$ cat src/rtl/tlc_pkg.sv
// Shared constants, types and defaults for the two-level cache tag block.
package tlc_pkg;

  // Fixed field widths
  localparam int unsigned AddrW   = 48;
  localparam int unsigned LatW    = 8;
  localparam int unsigned SumW    = 9;
  localparam int unsigned InDataW = 48;
  localparam int unsigned OutDataW = 16;
  localparam int unsigned ApbDataW = 32;
  localparam int unsigned ApbAddrW = 4;

  // Parameter defaults
  localparam int unsigned FirstSetsDef   = 64;
  localparam int unsigned FirstWaysDef   = 8;
  localparam int unsigned SecondSetsDef  = 1024;
  localparam int unsigned SecondWaysDef  = 16;
  localparam int unsigned LineOffsetDef  = 6;
  localparam int unsigned AddressBitsDef = 48;

  // Register reset values
  localparam logic [LatW-1:0] FirstLatRst  = 8'd4;
  localparam logic [LatW-1:0] SecondLatRst = 8'd12;

  // Register byte addresses
  localparam logic [ApbAddrW-1:0] RegFirstEn   = 4'h0;
  localparam logic [ApbAddrW-1:0] RegSecondEn  = 4'h4;
  localparam logic [ApbAddrW-1:0] RegFirstLat  = 4'h8;
  localparam logic [ApbAddrW-1:0] RegSecondLat = 4'hC;

  // Command codes
  localparam logic CmdLookup = 1'b0;
  localparam logic CmdFill   = 1'b1;

  // Hit level codes
  localparam logic [1:0] LvlNone   = 2'd0;
  localparam logic [1:0] LvlFirst  = 2'd1;
  localparam logic [1:0] LvlSecond = 2'd2;

  // Status of one pass of the replacement unit
  typedef struct packed {
    logic hit;  // tag found among valid ways
    logic wr;   // row changed, write it back
  } lru_res_t;

endpackage

$ cat src/rtl/tlc_lru_unit.sv
// Shared tag compare and true-LRU update unit for one cache set row.
module tlc_lru_unit #(
  parameter int unsigned MW = 16,
  parameter int unsigned TW = 36,
  parameter int unsigned AW = 4,
  localparam int unsigned NwW = $clog2(MW + 1),
  localparam int unsigned IW  = (MW > 1) ? $clog2(MW) : 1
) (
  input  logic [NwW-1:0]         nways_i,
  input  logic                   insert_i,
  input  logic [TW-1:0]          tag_i,
  input  logic [MW-1:0][TW-1:0]  tags_i,
  input  logic [MW-1:0]          valid_i,
  input  logic [MW-1:0][AW-1:0]  age_i,
  output logic [MW-1:0][TW-1:0]  tags_o,
  output logic [MW-1:0]          valid_o,
  output logic [MW-1:0][AW-1:0]  age_o,
  output tlc_pkg::lru_res_t      res_o
);

  logic           found, any_free, touch;
  logic [IW-1:0]  fw, ffw, vw, w;
  logic [NwW-1:0] old;

  // Search: matching way, lowest free way, least recent way
  always_comb begin
    found    = 1'b0;
    any_free = 1'b0;
    fw       = '0;
    ffw      = '0;
    vw       = '0;
    for (int i = MW - 1; i >= 0; i--) begin
      if (NwW'(i) < nways_i) begin
        if (valid_i[i] && tags_i[i] == tag_i) begin
          found = 1'b1;
          fw    = IW'(i);
        end
        if (!valid_i[i]) begin
          any_free = 1'b1;
          ffw      = IW'(i);
        end
        if (valid_i[i] && NwW'(age_i[i]) == nways_i - NwW'(1)) begin
          vw = IW'(i);
        end
      end
    end
  end

  // Pick the way to touch and its previous rank
  always_comb begin
    touch = found || insert_i;
    if (found) begin
      w   = fw;
      old = NwW'(age_i[fw]);
    end else if (any_free) begin
      w   = ffw;
      old = nways_i;
    end else begin
      w   = vw;
      old = nways_i;
    end
  end

  // Age every younger valid way, make the touched way most recent
  always_comb begin
    tags_o  = tags_i;
    valid_o = valid_i;
    age_o   = age_i;
    if (touch) begin
      for (int i = 0; i < MW; i++) begin
        if (IW'(i) != w && valid_i[i] && NwW'(age_i[i]) < old) begin
          age_o[i] = age_i[i] + AW'(1);
        end
      end
      age_o[w]   = '0;
      valid_o[w] = 1'b1;
      if (!found) begin
        tags_o[w] = tag_i;
      end
    end
  end

  assign res_o.hit = found;
  assign res_o.wr  = touch;

endmodule

$ cat config.mk
export PLATFORM = sky130hd
export DESIGN_NAME = tlc_lru_unit
export DESIGN_NICKNAME = d
export VERILOG_FILES = /design/src/rtl/tlc_pkg.sv /design/src/rtl/tlc_lru_unit.sv
export SDC_FILE = /design/constraint.sdc
export NUM_CORES = 2
export LEC_CHECK = 0
export ABC_AREA = 0
export BUFFER_PORTS_ARGS = -buffer_cell sky130_fd_sc_hd__buf_2
export CORE_AREA = 2 2 535 537
export DETAILED_ROUTE_END_ITERATION = 10
export DIE_AREA = 0 0 537 539
export PLACE_DENSITY = 0.3
export SLEW_MARGIN = 20
export SYNTH_ARGS = -nofsm -noshare
export SYNTH_HDL_FRONTEND = slang
export SYNTH_SLANG_ARGS = --single-unit
export TNS_END_PERCENT = 30
$ cat constraint.sdc
create_clock -name vclk -period 20.5
set_input_delay 4.1 -clock vclk [all_inputs]
set_output_delay 4.1 -clock vclk [all_outputs]
set_load 0.01 [all_outputs]
==> flow_results.xml <==
<?xml version="1.0" encoding="UTF-8"?>
<metrics>
  <group name="logic_synthesis">
    <metric name="synthesis.area" unit="um^2">22600</metric>
    <metric name="synthMuxAreaShare" unit="">0.304</metric>
    <metric name="syn_area_per_cell" unit="um^2">7.77</metric>
    <metric name="synthTopCellsByArea" unit="">mux2_2 (28%), xor2_1 (15%), xnor2_1 (9.3%), nor4_1 (4.5%), nand4_1 (4.1%)</metric>
    <metric name="simple_logic_cell_fraction_of_the_synthesized_area" unit="">0.224</metric>
    <metric name="largest_family_of_logic_cells_by_synthesized_area" unit="">multiplexers</metric>
    <metric name="yosysWarningCount" unit="">0</metric>
    <metric name="yosys.area.top_type" unit="">mux2_2</metric>
    <metric name="synth_compound_gate_area_share" unit="">0.123</metric>
    <metric name="synthXorXnorAreaFrac" unit="">0.248</metric>
    <metric name="yosysUniqueCellTypes" unit="">98</metric>
    <metric name="synthAdderAreaFrac" unit="">0.0366</metric>
    <metric name="mappedNetlistNets" unit="">3670</metric>
    <metric name="portion_of_synthesized_cell_area_occupied_by_the_leading_cell_type" unit="">0.282</metric>
    <metric name="syn_inst" unit="">2906</metric>
    <metric name="ys_seq_area_frac" unit="">0</metric>
  </group>
  <group name="sta">
    <metric name="layout_worst_path_cycle_share" unit="">0.797</metric>
    <metric name="rsz0062_at_grt" unit="">false</metric>
    <metric name="max_freq" unit="MHz">61.2</metric>
    <metric name="period_minus_slack" unit="ns">16.34</metric>
    <metric name="setup_ws" unit="ns">4.16</metric>
    <metric name="relSlewSlack" unit="">0.177</metric>
    <metric name="setup_viol" unit="">0</metric>
    <metric name="timing.final.max_slew_violations" unit="">0</metric>
    <metric name="finalSetupTns" unit="ns">0</metric>
    <metric name="tightest_slew" unit="ns">1.22</metric>
    <metric name="hold_viol_final" unit="">0</metric>
  </group>
  <group name="clock_network">
    <metric name="cts.repair_timing.setup_buffer_count" unit="">0</metric>
    <metric name="hold_buffers" unit="">0</metric>
    <metric name="cts-resized-gates" unit="">0</metric>
  </group>
  <group name="place">
    <metric name="placedCellCount" unit="">7870</metric>
    <metric name="port-buffer-count" unit="">1356</metric>
    <metric name="gp_congestion" unit="">0.969</metric>
    <metric name="preCtsSetupSlack" unit="ns">4.19</metric>
    <metric name="place_hpwl" unit="um">314000</metric>
  </group>
  <group name="cells_and_area">
    <metric name="areaGrowthSynthToFinish" unit="%">50.1</metric>
    <metric name="clock_buffer_count" unit="">0</metric>
    <metric name="number_of_fillers_in_the_final_layout" unit="">33300</metric>
    <metric name="num_sequential" unit="">0</metric>
    <metric name="layout-drive-gt1-share" unit="">0.513</metric>
    <metric name="register_area" unit="um^2">0</metric>
    <metric name="net_count_final" unit="">4874</metric>
    <metric name="stdcell_count" unit="">7925</metric>
  </group>
  <group name="setup_path">
    <metric name="worst_ep_required_time" unit="ns">16.40</metric>
    <metric name="worst_setup_path_start_kind" unit="">primary input</metric>
    <metric name="crit_arrival" unit="ns">12.24</metric>
    <metric name="criticalPathCategory" unit="">in2out</metric>
    <metric name="endpoint_kind" unit="">output pin</metric>
    <metric name="critical_path.max_fanout" unit="">28</metric>
  </group>
  <group name="floorplan">
    <metric name="chipWidth" unit="um">537</metric>
    <metric name="initial_core_util" unit="">0.0795</metric>
    <metric name="die_ar" unit="um^2">289000</metric>
    <metric name="core" unit="um^2">284000</metric>
    <metric name="io_pins" unit="">1356</metric>
    <metric name="die_h" unit="um">539</metric>
    <metric name="row_count" unit="">196</metric>
  </group>
  <group name="run">
    <metric name="max_cap_violations" unit="">0</metric>
  </group>
  <group name="routing">
    <metric name="drt-vias-per-instance" unit="">4.05</metric>
    <metric name="routedWlPerCell" unit="um">45.0</metric>
    <metric name="drt_wl_total" unit="um">357000</metric>
    <metric name="drc_errors" unit="">0</metric>
    <metric name="starting_drt_drc_count" unit="">2649</metric>
    <metric name="drt-pass1-iter-count" unit="">5</metric>
    <metric name="route.vias.total" unit="">32100</metric>
    <metric name="drtAntennaViolNets" unit="">0</metric>
  </group>
  <group name="power_and_ir_drop">
    <metric name="totalPowerFinal" unit="W">0.000984</metric>
    <metric name="powerDensity" unit="nW/um^2">29.0</metric>
    <metric name="cellLeakagePower" unit="nW">13.4</metric>
    <metric name="irDropWorstVdd" unit="uV">26.6</metric>
  </group>
  <group name="global_route">
    <metric name="first_global_vias" unit="">31500</metric>
    <metric name="gr-usage-all-layers" unit="">0.235</metric>
    <metric name="pin_count_of_the_biggest_net_entering_global_routing" unit="">41</metric>
    <metric name="grt-ovfl-total" unit="">0</metric>
    <metric name="antenna_found_initial" unit="">184</metric>
    <metric name="grt_pass1_wl" unit="um">430000</metric>
  </group>
  <group name="worst_hold_path">
    <metric name="holdCritPathClass" unit="">in2out</metric>
  </group>
  <group name="status">
    <metric name="result_of_the_run" unit="">complete, no violations</metric>
  </group>
</metrics>
==> metal layers <==
metal  up-vias  wire (um)  track usage
met5         -        775            0
met4       126      14100       0.0752
met1     16500     146000        0.286
met2      1847     166000        0.392
li1      13200          -            -
met3       421      29700       0.0710
==> critical path, cell delays in order <==
cell	delay (ns)
buf_2	0.07
buf_4	0.37
buf_4	0.56
xor2_1	0.15
nor4_1	1.00
nand4_1	0.28
or4_1	0.62
nand4b_1	0.38
a21oi_1	0.15
nor2_2	0.13
buf_4	0.41
mux2_2	0.39
o211ai_1	0.19
nand3_1	0.13
o21a_1	0.15
o21ai_2	0.25
buf_4	0.32
ha_1	0.30
a21o_1	0.18
a21oi_1	0.16
o21a_1	0.24
nand3_1	0.17
or4b_1	0.60
o211a_1	0.19
o31ai_1	0.24
a31o_1	0.16
buf_2	0.14
==> Yosys cell counts, types with 26 or more instances <==
cell type  number
mux2_2        566
xor2_1        390
xnor2_1       239
nor4_1        164
nand2_1       158
nand4_1       149
clkbuf_1      112
o21ai_0        93
buf_2          89
nor2_1         83
nand3_1        79
a21oi_1        78
ha_1           66
inv_1          41
buf_4          39
mux2i_1        37
nor3_1         34
a21o_1         30
o211ai_1       28
or4_1          27
or3_1          26
==> cell usage in the layout, fill, tap and decap left out, types with 9 or more instances in the layout <==
cell and instances:
or2_2 12, o2111ai_1 9, nor3_1 33, nand2_1 156
and3_1 13, o21ai_1 9, xnor2_1 239, nand3_1 79
inv_1 40, xor2_1 390, a21o_1 30, nor2_1 81
nor2b_1 17, or4_1 27, diode_2 55, nor4_1 161
nand4_1 149, mux2i_1 37, buf_2 1337, o21ai_0 89
and2_1 21, a21oi_1 78, nor2_4 12, ha_1 66
nand4b_1 12, o211ai_1 28, nand2b_1 23, nor3b_1 9
and4_1 10, or3_1 26, buf_4 130, o21a_1 12
a211oi_1 14, mux2_2 566, nor4b_1 9
==> kinds of logic (layout without fill, tap and decap cells) <==
logic type               Yosys count  in the layout
AO/OA/AOI/OAI                    401            401
XOR/XNOR                         633            633
adder cells (fa/ha/maj)           66             66
buffers and inverters            307           1509
multiplexers                     612            612
other                              0             55
AND/OR/NAND/NOR                  887            887
==> where the power goes <==
part | switching [W] | total, W | leakage [nW] | internal [W]
Sequential | 0 | 0 | 0 | 0
Combinational | 0.000693 | 0.000984 | 13.4 | 0.000292
Clock | 0 | 0.000000000111 | 0.000355 | 0.000000000111
==> cell type report <==
type | count | area (um^2) | area share
Antenna cell | 55 | 138 | 0.00406
Tap cell | 3762 | 4710 | 0.139
Multi-Input combinational cell | 2599 | 21200 | 0.626
Inverter | 42 | 158 | 0.00465
Timing Repair Buffer | 1467 | 7670 | 0.226
==> path summary, 6_finish.rpt <==
kind,startpoint,to,depth (start not counted)
min,tags_i[137],tags_o[137],3
max,tag_i[30],age_o[54],27
==> metrics by stage <==
stage | util | hold slack (ns) | instance area, um^2
2_1_floorplan | - | 8.28 | 22600
4_1_cts | 0.119 | 8.54 | 33800
3_5_place_dp | 0.119 | 8.54 | 33800
6_report | 0.119 | 8.54 | 33900
5_1_grt | 0.119 | 8.56 | 33800
3_3_place_gp | 0.119 | 8.55 | 33800
Note: power is estimated with default switching activity, not from simulation.
